## config.mk

```make
export PLATFORM = sky130hd
export DESIGN_NAME = trcq_queue
export DESIGN_NICKNAME = d
export VERILOG_FILES = /design/src/design/trcq_pkg.sv /design/src/design/trcq_queue.sv
export SDC_FILE = /design/constraint.sdc
export NUM_CORES = 1
export LEC_CHECK = 0
export BUFFER_PORTS_ARGS = -buffer_cell sky130_fd_sc_hd__buf_2
export CELL_PAD_IN_SITES_DETAIL_PLACEMENT = 0
export CELL_PAD_IN_SITES_GLOBAL_PLACEMENT = 2
export CORE_MARGIN = 4
export CORE_UTILIZATION = 38
export CTS_CLUSTER_SIZE = 30
export DETAILED_ROUTE_END_ITERATION = 12
export PLACE_DENSITY_LB_ADDON = 0.1
export SLEW_MARGIN = 10
export SYNTH_ARGS = -nofsm -noshare
export SYNTH_HDL_FRONTEND = slang
export SYNTH_SLANG_ARGS = --single-unit
```

## constraint.sdc

```tcl
create_clock -name clock -period 5.34 [get_ports clock]
set_clock_uncertainty 0.1 [all_clocks]
set_input_delay 0.267 -clock clock [delete_from_list [all_inputs] [get_ports clock]]
set_output_delay 0.267 -clock clock [all_outputs]
set_load 0.02 [all_outputs]
```

## src/design/trcq_pkg.sv

```systemverilog
// Shared types and constants for the tile rectangle collision query block.
`timescale 1ns / 1ps
`default_nettype none
package trcq_pkg;

   localparam int DEF_MAX_COLUMNS = 64;
   localparam int DEF_MAX_ROWS    = 64;

   localparam int TILE_W  = 8;   // tile coordinate, holds up to 255
   localparam int COORD_W = 16;  // pixel coordinate

   // configuration register indexes
   localparam logic [1:0] CSR_TILE_SHIFT  = 2'd0;
   localparam logic [1:0] CSR_MAP_COLUMNS = 2'd1;
   localparam logic [1:0] CSR_MAP_ROWS    = 2'd2;
   localparam logic [1:0] CSR_MAP_PRESENT = 2'd3;

   localparam logic [2:0] RST_TILE_SHIFT  = 3'd3;
   localparam logic [6:0] RST_MAP_COLUMNS = 7'd64;
   localparam logic [6:0] RST_MAP_ROWS    = 7'd64;
   localparam logic       RST_MAP_PRESENT = 1'b0;

   localparam logic ACTION_WRITE = 1'b0;

   // flag map codes
   localparam logic [7:0] CODE_FULL   = 8'd0;
   localparam logic [7:0] CODE_TOP    = 8'd5;
   localparam logic [7:0] CODE_BOTTOM = 8'd6;
   localparam logic [7:0] CODE_LEFT   = 8'd7;
   localparam logic [7:0] CODE_RIGHT  = 8'd8;
   localparam logic [7:0] CODE_EMPTY  = 8'd255;

   typedef enum logic [1:0] {
      KIND_WRITE,
      KIND_SCAN,
      KIND_FREE
   } kind_type;

   typedef struct packed {
      kind_type                   kind;
      logic                       wr_ok;
      logic [5:0]                 col;
      logic [5:0]                 row;
      logic [7:0]                 code;
      logic [TILE_W-1:0]          tx1;
      logic [TILE_W-1:0]          ty1;
      logic [TILE_W-1:0]          tx2;
      logic [TILE_W-1:0]          ty2;
      logic signed [COORD_W-1:0]  x1;
      logic signed [COORD_W-1:0]  y1;
      logic signed [COORD_W-1:0]  x2;
      logic signed [COORD_W-1:0]  y2;
   } entry_type;

endpackage
`default_nettype wire

```

## src/design/trcq_queue.sv

```systemverilog
// Two-entry queue between front end and back end.
`timescale 1ns / 1ps
`default_nettype none
module trcq_queue (
   input  wire logic                clock,
   input  wire logic                reset,
   input  wire logic                push,
   input  wire trcq_pkg::entry_type push_entry,
   output      logic                full,
   output      logic                head_valid,
   output      trcq_pkg::entry_type head_entry,
   input  wire logic                pop
);

   trcq_pkg::entry_type ent_ff [2];
   logic       wr_ptr_ff, wr_ptr_in;
   logic       rd_ptr_ff, rd_ptr_in;
   logic [1:0] count_ff, count_in;
   logic       do_push, do_pop;

   assign full       = (count_ff == 2'd2);
   assign head_valid = (count_ff != 2'd0);
   assign head_entry = ent_ff[rd_ptr_ff];
   assign do_push    = push && !full;
   assign do_pop     = pop && head_valid;

   always_comb begin
      wr_ptr_in = do_push ? !wr_ptr_ff : wr_ptr_ff;
      rd_ptr_in = do_pop  ? !rd_ptr_ff : rd_ptr_ff;
      count_in  = count_ff + 2'(do_push) - 2'(do_pop);
   end

   always_ff @(posedge clock) begin
      if (reset) begin
         wr_ptr_ff <= 1'b0;
         rd_ptr_ff <= 1'b0;
         count_ff  <= 2'd0;
      end else begin
         wr_ptr_ff <= wr_ptr_in;
         rd_ptr_ff <= rd_ptr_in;
         count_ff  <= count_in;
      end
   end

   always_ff @(posedge clock) begin
      if (do_push) begin
         ent_ff[wr_ptr_ff] <= push_entry;
      end
   end

endmodule
`default_nettype wire

```

==> run metrics <==
status=finished clean; Avg Inst Size Synth=22.37 sq um; cells along the critical path=buf_4 -> mux2_2 -> buf_2; initial core utilization=38.88%; Slew headroom=~22%; crit path buf inv count=2; period utilization=roughly 59%; antenna viol nets, final=0; P&R area growth vs syn=39.81%; RSZ-0062 raised after global routing=no; placed cell area=10380 sq um; FFs w/ async S/R, synth=0%; Hold/Removal Path Class=in -> reg; Die Y=160.7 um; Final Critical Period=3.137 ns; Net Count, Synth=521; share of cells above drive strength 1=51.26%; H-tree Lvls=1; DR vias=4916; Post-route DRC=0; Cell Pwr Density=446.3 nW/um^2; WL/cell=16.86 um; # rows=between 50 and 60; first-iteration detailed-routing DRC count=222; Max IR drop VDD=0.2306 mV; vias in the first global route=between 5000 and 6000; ys flop type=edfxtp_1; hold_sp=push; first-pass GRT wire length=~29000 um; post-synthesis sequential area ratio=about four fifths; critical path's slowest cell=dfxtp_4; Netlist cell types=21; Post-Layout Cell Count=1109; R2R depth=5; Clock Tree Buf Depth=3; kind of critical path=reg -> out; num ports=244; antenna violations before repair=0; total clock buffers created by CTS=26; clk slew on worst S/H paths=0.06 ns; global placement routability congestion=0.7264; post-route cell area=around 12000 sq um; slew at the pin with the worst max-slew slack=1.167 ns; Worst EP required=4.97 ns; Arrival @ worst endpoint=between 2 and 3 ns; drt via density=about 4.4; max-cap violations=0; critical path capture point type=output port; Largest stage delay, worst path=between 1 and 1.5 ns; total die area=roughly 26000 sq um; Post-Route WL=18700 um; die width=160.7 um; Max FO, Critical Path=84; largest net degree at the start of global routing=85; clk_lat worst skew=about 0.5 ns; post-placement cell count=944; Syn Inst Count=396; Worst setup SP type=flop; CTS tree=yes; Min-Delay Endpoint=wr_ptr_ff; fin. max-slew vios=0; minimum hold slack=0.1049 ns; ANT cells=0; EDFF count, synth=238; Synth Warn #=0; setup bufs post-CTS=0; hpwl dp=approximately 12000 um; CTS Root Cell=clkbuf_16; Total Routing Usage GR=14.22%; leakage power=4.659 nW; FF-to-FF End=ent_ff[0][112]; endpoints failing setup=0; GRT Residual Overflow=0; hold violation count in the final report=0; CTS sink cnt=243; R2R Path Start=count_ff[0]; FF+latch count, synth=~240; Port Buffers=~240; hold depth=4; Largest delay share family, worst path=flip-flops; synthesized area=8857 sq um; nets@finish=904; Core Area=around 23000 sq um; setup TNS=0 ns; reg2reg setup slack=2.86 ns; maximum operating frequency=between 0.3 and 0.4 GHz; first drt pass iteration count=4
power by group:
part / leakage, nW / switching [mW] / total, mW / internal [mW]
clock network: 0.395 / 0.671 / 1.68 / 1.01
registers: 2.27 / 0.133 / 2.50 / 2.37
logic: 2.00 / 0.764 / 1.34 / 0.581
total: 4.66 / 1.57 / 5.53 / 3.96
registers in the layout (all words and copies together) (netlist names), named ones only:
signal / flops
wr_ptr_ff: 1
count_ff: 2
ent_ff: 238
rd_ptr_ff: 1
worst max-delay path by stage:
stage / end / slack [ns] / cells past startpoint
global route: head_entry[93] / 1.96 / 3
global placement: head_entry[116] / 2.72 / 3
finish: head_entry[93] / 2.20 / 3
floorplan: ent_ff[0][0] / 1.58 / 4
CTS: head_entry[102] / 2.09 / 3
detailed placement: head_entry[102] / 2.65 / 3
worst reg2reg max path: cells and delay by family, from the launching register on:
kind | cells | cell delay, ns
buffers and inverters | 3 | 1.04
and+or+nand+nor | 2 | 0.53
DFF | 1 | 0.36
cell usage in the layout, fill, tap and decap left out:
cell type and count:
dfxtp_1 4, ha_1 2, clkbuf_1 4, clkbuf_16 27
clkinvlp_4 1, clkinv_2 5, and3_4 1, dfxtp_4 1
inv_4 1, o21a_1 1, buf_2 243, dlygate4sd3_1 120
inv_1 2, nor2_1 3, xnor2_1 2, xor2_1 1
or3_1 1, nand2_1 1, a21oi_1 1, nor2b_1 1
bufinv_16 2, buf_4 5, nand2b_2 1, edfxtp_1 238
mux2_2 119, clkinv_1 6, inv_2 1, or2_2 1
o21ai_0 1
layer usage:
metal  global-route usage (%)  share of wire (%)
met1                    17.96                 41
met2                    24.14                 50
met3                    4.029                7.1
met4                    3.911                2.0
met5                        0                  0
what timing repair did:
action	CTS	global route
endpoints found under the hold margin	243	0
setup endpoints to repair	0	0
hold buffers	120	0
gates resized for setup	0	0
synthesized netlist by cell type (all sizes together), types with 2 or more instances:
library cell	n	share of area [%]
ha	2	0.28
xnor2	2	0.20
nor2	3	0.13
edfxtp	238	81
dfxtp	5	1.1
buf	13	1.5
inv	4	0.17
mux2	119	15
per-stage QoR:
| stage | power (mW) | setup slack (ns) | utilization [%] |
|---|---|---|---|
| 6_report | 5.527 | 2.204 | 54.36 |
| 5_1_grt | 5.806 | 1.959 | 54.36 |
| 4_1_cts | 5.622 | 2.087 | 54.36 |
| 3_5_place_dp | 3.843 | 2.647 | 45.55 |
| 3_3_place_gp | 3.825 | 2.715 | 45.55 |
| 2_1_floorplan | 3.437 | 1.580 | - |
cell families after synthesis:
| family | Yosys count | synth area share (%) |
|---|---|---|
| adder cells (fa/ha/maj) | 2 | 0.2825 |
| buffers and inverters | 17 | 1.709 |
| flip-flops | 243 | 81.82 |
| AND/OR/NAND/NOR | 9 | 0.5652 |
| XOR/XNOR | 3 | 0.2967 |
| multiplexers | 119 | 15.13 |
| AO/OA/AOI/OAI | 3 | 0.1977 |
layout make-up:
type	instances	area (sq um)
fill	1873	10400
sequential	243	7251
timing repair buffer	368	2455
multi-input combinational	136	1463
clock buffer	31	690.7
tap	313	391.6
clock inverter	14	115.1
inverter	4	17.52
Note: power is estimated with default switching activity, not from simulation.
