### config.mk
export PLATFORM = sky130hd
export DESIGN_NAME = trcq_front
export DESIGN_NICKNAME = d
export VERILOG_FILES = /design/src/design/trcq_pkg.sv /design/src/design/trcq_front.sv
export SDC_FILE = /design/constraint.sdc
export NUM_CORES = 1
export LEC_CHECK = 0
export ABC_AREA = 1
export BUFFER_PORTS_ARGS = -buffer_cell sky130_fd_sc_hd__clkbuf_2
export CAP_MARGIN = 20
export CORE_AREA = 5 5 144 119
export DETAILED_ROUTE_END_ITERATION = 6
export DIE_AREA = 0 0 149 124
export MAX_ROUTING_LAYER = met4
export PLACE_DENSITY_LB_ADDON = 0.12
export SYNTH_ARGS = -nofsm -noshare
export SYNTH_HDL_FRONTEND = slang
export SYNTH_SLANG_ARGS = --single-unit
### constraint.sdc
create_clock -name vclk -period 4.95
set_input_delay 0.2475 -clock vclk [all_inputs]
set_output_delay 0.2475 -clock vclk [all_outputs]
set_load 0.02 [all_outputs]
### src/design/trcq_pkg.sv
// Shared types and constants for the tile rectangle collision query block.
`timescale 1ns / 1ps
`default_nettype none
package trcq_pkg;

   localparam int DEF_MAX_COLUMNS = 64;
   localparam int DEF_MAX_ROWS    = 64;

   localparam int TILE_W  = 8;   // tile coordinate, holds up to 255
   localparam int COORD_W = 16;  // pixel coordinate

   // configuration register indexes
   localparam logic [1:0] CSR_TILE_SHIFT  = 2'd0;
   localparam logic [1:0] CSR_MAP_COLUMNS = 2'd1;
   localparam logic [1:0] CSR_MAP_ROWS    = 2'd2;
   localparam logic [1:0] CSR_MAP_PRESENT = 2'd3;

   localparam logic [2:0] RST_TILE_SHIFT  = 3'd3;
   localparam logic [6:0] RST_MAP_COLUMNS = 7'd64;
   localparam logic [6:0] RST_MAP_ROWS    = 7'd64;
   localparam logic       RST_MAP_PRESENT = 1'b0;

   localparam logic ACTION_WRITE = 1'b0;

   // flag map codes
   localparam logic [7:0] CODE_FULL   = 8'd0;
   localparam logic [7:0] CODE_TOP    = 8'd5;
   localparam logic [7:0] CODE_BOTTOM = 8'd6;
   localparam logic [7:0] CODE_LEFT   = 8'd7;
   localparam logic [7:0] CODE_RIGHT  = 8'd8;
   localparam logic [7:0] CODE_EMPTY  = 8'd255;

   typedef enum logic [1:0] {
      KIND_WRITE,
      KIND_SCAN,
      KIND_FREE
   } kind_type;

   typedef struct packed {
      kind_type                   kind;
      logic                       wr_ok;
      logic [5:0]                 col;
      logic [5:0]                 row;
      logic [7:0]                 code;
      logic [TILE_W-1:0]          tx1;
      logic [TILE_W-1:0]          ty1;
      logic [TILE_W-1:0]          tx2;
      logic [TILE_W-1:0]          ty2;
      logic signed [COORD_W-1:0]  x1;
      logic signed [COORD_W-1:0]  y1;
      logic signed [COORD_W-1:0]  x2;
      logic signed [COORD_W-1:0]  y2;
   } entry_type;

endpackage
`default_nettype wire

### src/design/trcq_front.sv
// Front end: classifies each beat and turns a query into clamped tile bounds.
`timescale 1ns / 1ps
`default_nettype none
module trcq_front #(
   parameter int MAX_COLUMNS = trcq_pkg::DEF_MAX_COLUMNS,
   parameter int MAX_ROWS    = trcq_pkg::DEF_MAX_ROWS
) (
   input  wire logic                                 req_action,
   input  wire logic [5:0]                           req_entry_col,
   input  wire logic [5:0]                           req_entry_row,
   input  wire logic [7:0]                           req_entry_code,
   input  wire logic signed [trcq_pkg::COORD_W-1:0]  req_rect_left,
   input  wire logic signed [trcq_pkg::COORD_W-1:0]  req_rect_top,
   input  wire logic signed [trcq_pkg::COORD_W-1:0]  req_rect_right,
   input  wire logic signed [trcq_pkg::COORD_W-1:0]  req_rect_bottom,
   input  wire logic [2:0]                           tile_size_shift,
   input  wire logic [6:0]                           map_columns,
   input  wire logic [6:0]                           map_rows,
   input  wire logic                                 map_present,
   output      trcq_pkg::entry_type                  entry
);

   logic [7:0]         cols;
   logic [7:0]         rows;
   logic signed [15:0] fx1, fy1, fx2, fy2;
   logic signed [16:0] cols_m1, rows_m1;
   logic signed [16:0] lo_x, lo_y, hi_x, hi_y;
   logic               empty;

   assign cols = ({1'b0, map_columns} > 8'(MAX_COLUMNS)) ? 8'(MAX_COLUMNS)
                                                         : {1'b0, map_columns};
   assign rows = ({1'b0, map_rows} > 8'(MAX_ROWS)) ? 8'(MAX_ROWS)
                                                   : {1'b0, map_rows};
   assign cols_m1 = $signed({9'b0, cols}) - 17'sd1;
   assign rows_m1 = $signed({9'b0, rows}) - 17'sd1;

   // floor division by the tile size
   assign fx1 = req_rect_left   >>> tile_size_shift;
   assign fy1 = req_rect_top    >>> tile_size_shift;
   assign fx2 = req_rect_right  >>> tile_size_shift;
   assign fy2 = req_rect_bottom >>> tile_size_shift;

   always_comb begin
      lo_x = (fx1 < 16'sd0) ? 17'sd0 : $signed({fx1[15], fx1});
      lo_y = (fy1 < 16'sd0) ? 17'sd0 : $signed({fy1[15], fy1});
      hi_x = ($signed({fx2[15], fx2}) > cols_m1) ? cols_m1 : $signed({fx2[15], fx2});
      hi_y = ($signed({fy2[15], fy2}) > rows_m1) ? rows_m1 : $signed({fy2[15], fy2});
      empty = (lo_x > hi_x) || (lo_y > hi_y);
   end

   always_comb begin
      entry.col   = req_entry_col;
      entry.row   = req_entry_row;
      entry.code  = req_entry_code;
      entry.wr_ok = ({2'b0, req_entry_col} < 8'(MAX_COLUMNS)) &&
                    ({2'b0, req_entry_row} < 8'(MAX_ROWS));
      entry.tx1   = lo_x[trcq_pkg::TILE_W-1:0];
      entry.ty1   = lo_y[trcq_pkg::TILE_W-1:0];
      entry.tx2   = hi_x[trcq_pkg::TILE_W-1:0];
      entry.ty2   = hi_y[trcq_pkg::TILE_W-1:0];
      entry.x1    = req_rect_left;
      entry.y1    = req_rect_top;
      entry.x2    = req_rect_right;
      entry.y2    = req_rect_bottom;
      if (req_action == trcq_pkg::ACTION_WRITE) begin
         entry.kind = trcq_pkg::KIND_WRITE;
      end else if (!map_present || empty) begin
         entry.kind = trcq_pkg::KIND_FREE;
      end else begin
         entry.kind = trcq_pkg::KIND_SCAN;
      end
   end

endmodule
`default_nettype wire

==> metrics.md, run 1 <==
| Metric | Value |
|---|---|
| Initial Util | `~29%` |
| Critical path depth | `33` |
| Die area | `18,500 µm²` |
| Synth cell count leaders | `nand2_1, o21ai_0, buf_4, ha_1, inv_1` |
| Kind of end point of the critical path | `output pin` |
| Status | `finished, final reports clean` |
| First-pass DRT Iterations | `5` |
| Yosys warnings | `0` |
| Max-Cap Viols | `0` |
| I/O pin cnt | `222` |
| # hold bufs at CTS | `0` |
| Largest stage delay, worst path | `~0.31 ns` |
| Setup WS post-layout | `roughly 0.4 ns` |
| Crit path kind | `in -> out` |
| HP Class | `in -> out` |
| Die W | `~150 µm` |
| Mapped Cells | `790` |
| Die height | `around 120 µm` |
| Peak Freq | `0.219 GHz` |
| Wire per inst | `~14 µm` |
| Core area | `15,500 µm²` |
| Crit-path slowest cell | `ha_1` |
| Crit path DAT | `roughly 4.3 ns` |
| Avg Cell Area, Syn | `5.78 µm²` |
| Storage element area | `0 µm²` |
| Nets | `1,061` |
| Synth area leader | `ha_1` |
| Initial antenna violation count | `0` |
| Hold Crit Start | `req_entry_row[1]` |
| Clk_buf instances | `0` |
| Net Count, Synth | `roughly 960` |
| Sequential-to-total area share from yosys stat | `0%` |
| DRC viols | `0` |
| Min-Delay Endpoint | `entry[105]` |
| Crit-path max FO | `9` |
| Main area contributors after synthesis | `ha_1, nand2_1, buf_4` |
| Layout cells sized above 1 | `31.1%` |
| Area grow syn2layout | `18.7%` |
| Count leader, synth | `nand2_1` |
| Netlist Area Pre-Place | `between 4000 and 5000 µm²` |
| CP most frequent cell | `nor2_1` |
| Port bufs | `around 180` |
| Worst path bufs/invs | `7` |
| Seq Cell Count | `0` |
| Detailed-placement wirelength estimate | `between 10,000 and 15,000 µm` |
| Antenna viol nets, final | `0` |
| Worst Hold Depth | `0` |
| First-pass GRT wire length | `24,100 µm` |
| Setup-failing EPs final | `0` |
| Leak pwr | `2.97 nW` |
| Largest net degree at the start of global routing | `36` |
| Peak supply drop | `roughly 0.045 mV` |
| Tcrit/Tclk final | `between 90% and 100%` |
| Final Max Tran Viols | `0` |
| Synth top area share | `around 17%` |
| Vias per std cell | `~4.8` |
| Top Family by Delay on Critical Path | `compound AO/OA/AOI/OAI gates` |
| Pwr/cell area | `between 150 and 200 nW/µm²` |
| Global route total overflow | `0` |
| Routability cong. | `0.835` |
| Vias in the first global route | `about 4,700` |
| ANT cells | `0` |
| Crit path required time | `4.70 ns` |
| Fin crit period | `between 4 and 5 ns` |
| Setup WS pre-CTS | `0.0718 ns` |
| DR iter-0 viols | `roughly 270` |
| Global router's overall resource usage | `~16%` |
| Row Count | `41` |
| Routed WL | `15,700 µm` |
| Setup tns final | `0 ns` |
| Worst Setup Start Kind | `input port` |
| Via count | `around 5,300` |
| Cell variety after synth | `38` |
| Fin. Hold Viols | `0` |
| Hold slack final | `between 0.4 and 0.5 ns` |
-- through the flow --
stage               std cells  power (mW)  utilization, %  cell area, µm²
detailed placement       1102       0.807            33.7            5220
finish                   1108       0.844            35.0            5420
CTS                      1102       0.810            33.7            5220
global placement         1102       0.812            33.7            5220
global route             1108       0.955            35.0            5420
floorplan                 790       0.585               -            4560
-- cell families after synthesis --
group / count (synthesis) / share of synthesized area (%)
AND/OR/NAND/NOR: 314 / 29.2
XOR/XNOR: 6 / 1.15
other: 1 / 0.0822
AO/OA/AOI/OAI: 189 / 23.3
buffers and inverters: 190 / 23.0
multiplexers: 27 / 5.92
adder cells (fa/ha/maj): 63 / 17.3
-- final cells by class --
type / instances / area (µm²)
well taps: 215 / 269
repair inverters: 1 / 7.51
inverters: 70 / 267
fillers: 1791 / 10100
repair buffers: 221 / 1230
multi-input cells: 601 / 3650
-- how the worst max path moves through the flow --
stage	from	end	slack, ns
final	tile_size_shift[0]	entry[117]	0.39
after floorplan	tile_size_shift[2]	entry[117]	0.49
after CTS	tile_size_shift[0]	entry[117]	0.06
after global placement	tile_size_shift[0]	entry[117]	0.16
after global routing	tile_size_shift[0]	entry[118]	-0.04
after detailed placement	tile_size_shift[0]	entry[117]	0.07
-- power breakdown --
part	leakage [nW]	internal, mW	switching [mW]
Sequential	0	0	0
Combinational	2.97	0.318	0.525
Clock	0	0	0
-- cells in the final DEF, fill, tap and decap left out, types with 2 or more instances in the layout --
cell type	synthesis	final
ha_1	63	60
xor2_1	4	3
o21ai_1	2	16
buf_6	2	2
nand3_4	1	2
a21oi_1	43	40
xnor2_1	2	2
inv_1	60	58
nor3_2	0	2
o21ai_2	10	10
a211oi_1	2	2
a22o_1	4	4
o21ai_0	95	80
nand3_1	30	28
a21oi_2	0	3
nor2_1	47	45
inv_2	10	11
nand4_1	17	17
nand3b_1	2	2
o22ai_1	22	22
ha_4	0	3
nor2_2	0	2
nand2_2	7	10
o211ai_1	6	6
buf_4	85	39
nand3_2	2	4
clkinvlp_4	0	2
or2_2	2	2
mux2i_1	27	26
clkbuf_2	0	179
nand2_1	200	197
-- per-layer routing --
metal | wire length (µm) | up-vias | GRT usage [%]
met2 | 6170 | 177 | 23.2
li1 | - | 2820 | -
met5 | 0 | - | -
met3 | 880 | 6 | 0.400
met4 | 14 | 0 | 0.172
met1 | 8660 | 2269 | 25.7
-- repair_timing --
item	CTS	global route
buffers inserted	0	4
gates resized for setup	0	49
setup endpoints to repair	0	2
Note: power is estimated with default switching activity, not from simulation.
==> run 2: changes to the inputs <==
--- a/config.mk
+++ b/config.mk
@@ -8,9 +8,9 @@
 export ABC_AREA = 1
 export BUFFER_PORTS_ARGS = -buffer_cell sky130_fd_sc_hd__clkbuf_2
 export CAP_MARGIN = 20
-export CORE_AREA = 5 5 144 119
+export CORE_AREA = 5 5 113 94
 export DETAILED_ROUTE_END_ITERATION = 6
-export DIE_AREA = 0 0 149 124
+export DIE_AREA = 0 0 118 99
 export MAX_ROUTING_LAYER = met4
 export PLACE_DENSITY_LB_ADDON = 0.12
 export SYNTH_ARGS = -nofsm -noshare
==> run 2 against run 1 <==
Combinational power shrank 2%. Non-clock buffer count shrank 12. First-iteration DRC count grew 14%. Total power shrank 1.8%. Die area shrank 37%. Critical path depth shrank 1. Wire length shrank 4.9%. Utilization grew 21 points. Maximum frequency shrank 2.9%. Flip-flop and latch count is the same. Cell count shrank 9.8%. Critical endpoint unchanged.
==> metrics.md, run 2 (same netlist as run 1, synthesis figures left out) <==
| Metric | Value |
|---|---|
| Post-Place Cells | `988 (was 1,102)` |
| Pwr/cell area | `158 nW/µm² (was 156 nW/µm²)` |
| Setup WS post-layout | `0.260 ns (was 0.394 ns)` |
| RSZ-0062 raised after global routing | `true` |
| Clk_buf instances | `0 (unchanged)` |
| Global route total overflow | `0 (unchanged)` |
| Tcrit/Tclk final | `94.7% (was 92.0%)` |
| Worst Hold Depth | `0 (unchanged)` |
| Area grow syn2layout | `14.7% (was 18.7%)` |
| Seq Cell Count | `0 (unchanged)` |
| Fin crit period | `4.69 ns (was 4.56 ns)` |
| Hold Crit Start | `req_entry_code[7] (was req_entry_row[1])` |
| Routed WL | `15,000 µm (was 15,700 µm)` |
| Largest stage delay, worst path | `0.30 ns (was 0.31 ns)` |
| Largest net degree at the start of global routing | `31 (was 36)` |
| Routability cong. | `0.974 (was 0.835)` |
| First-pass GRT wire length | `23,500 µm (was 24,100 µm)` |
| GRT busiest layer | `met2 (was met1)` |
| DRC viols | `0 (unchanged)` |
| Crit path required time | `4.70 ns (about the same)` |
| Initial antenna violation count | `0 (unchanged)` |
| Final cell count without fillers | `999 (was 1,108)` |
| Port bufs | `181 (unchanged)` |
| HP Class | `in -> out (unchanged)` |
| Global router's overall resource usage | `23.7% (was 15.9%)` |
| DR iter-0 viols | `305 (was 267)` |
| Layout cells sized above 1 | `30.2% (was 31.1%)` |
| # hold bufs at CTS | `0 (unchanged)` |
| Wire per inst | `15.0 µm (was 14.2 µm)` |
| I/O pin cnt | `222 (unchanged)` |
| Max-Cap Viols | `0 (unchanged)` |
| Core Util, Final | `55.9% (was 35.0%)` |
| Die area | `11,700 µm² (was 18,500 µm²)` |
| Nets | `1,048 (was 1,061)` |
| Detailed-placement wirelength estimate | `12,800 µm (was 13,600 µm)` |
| Row Count | `32 (was 41)` |
| Min-Delay Endpoint | `entry[103] (was entry[105])` |
| Leak pwr | `2.94 nW (was 2.97 nW)` |
| First-pass DRT Iterations | `5 (unchanged)` |
| ANT cells | `0 (unchanged)` |
| Setup WS pre-CTS | `-0.0650 ns (was 0.0718 ns)` |
| Met2 Usage GRT | `37.4% (was 23.2%)` |
| Status | `finished, final reports clean (unchanged)` |
| Most frequent cells in the layout | `nand2_1, clkbuf_2, o21ai_0 (unchanged)` |
| Vias per std cell | `5.52 (was 4.76)` |
| Final Max Tran Viols | `0 (unchanged)` |
| Finished Cell Area | `5240 µm² (was 5420 µm²)` |
| Die height | `99 µm (was 124 µm)` |
| Core area | `9370 µm² (was 15,500 µm²)` |
| Placed Area | `4970 µm² (was 5220 µm²)` |
| Crit path kind | `in -> out (unchanged)` |
| FILL cells | `1,002 (was 1,791)` |
| Fin. Hold Viols | `0 (unchanged)` |
| Kind of end point of the critical path | `output pin (unchanged)` |
| Storage element area | `0 µm² (unchanged)` |
| Commonest non-fill, non-tap cell in the layout | `nand2_1 (unchanged)` |
| Worst Setup Start Kind | `input port (unchanged)` |
| Met1 Usage GRT | `33.7% (was 25.7%)` |
| Antenna viol nets, final | `0 (unchanged)` |
| Peak supply drop | `0.0709 mV (was 0.0450 mV)` |
| Vias in the first global route | `4,888 (was 4,672)` |
| Setup-failing EPs final | `0 (unchanged)` |
| Crit-path slowest cell | `ha_1 (unchanged)` |
| Via count | `5,512 (was 5,272)` |
| Peak Freq | `0.213 GHz (was 0.219 GHz)` |
| Die W | `118 µm (was 149 µm)` |
| Crit path DAT | `4.44 ns (was 4.31 ns)` |
| GR Layer Usage met3 | `2.52% (was 0.400%)` |
| Initial Util | `48.7% (was 29.5%)` |
| Crit-path max FO | `17 (was 9)` |
| Setup tns final | `0 ns (unchanged)` |
[run 2: critical path: cells and delay by family]
kind                     cells  cell delay (ns)
AO/OA/AOI/OAI               10             1.45
adder cells (fa/ha/maj)      2             0.59
AND/OR/NAND/NOR             13             1.27
buffers and inverters        7             0.87
[run 2: worst max-delay path by stage]
stage	from	end	slack [ns]
5_1_grt	tile_size_shift[0]	entry[117]	-0.12
4_1_cts	map_columns[5]	entry[117]	0.03
2_1_floorplan	tile_size_shift[2]	entry[117]	0.49
3_3_place_gp	tile_size_shift[1]	entry[117]	0.01
6_report	tile_size_shift[0]	entry[117]	0.26
3_5_place_dp	map_rows[4]	entry[117]	-0.06
[run 2: metal layers]
layer,vias to the layer above,routed length (µm),share of wire (%)
li1,2798,-,-
met1,2458,7220,48
met2,234,6530,44
met3,22,1060,7.1
met4,0,160,1.1
met5,-,0,0
[run 2: timing repair]
item | CTS | global route
setup endpoints to repair | 2 | 2
setup buffers | 0 | 10
cloned | 0 | 1
pin swaps | 0 | 17
resized for setup | 9 | 46
[run 2: per-stage QoR]
stage,hold WS (ns),total power [mW]
after floorplan,0.608,0.585
after global placement,0.495,0.750
after detailed placement,0.495,0.766
after CTS,0.495,0.774
after global routing,0.495,0.924
final,0.495,0.829
[run 2: final cells by class]
type                            count  area, µm²  area share, %
Multi-Input combinational cell    601       3670           70.2
Timing Repair Buffer              209       1140           21.8
Inverter                           70        270           5.16
Tap cell                          119        149           2.84
[run 2: where the power goes]
part           leakage [nW]  internal, mW  switching (mW)
sequential                0             0               0
clock                     0             0               0
combinational          2.94         0.302           0.526
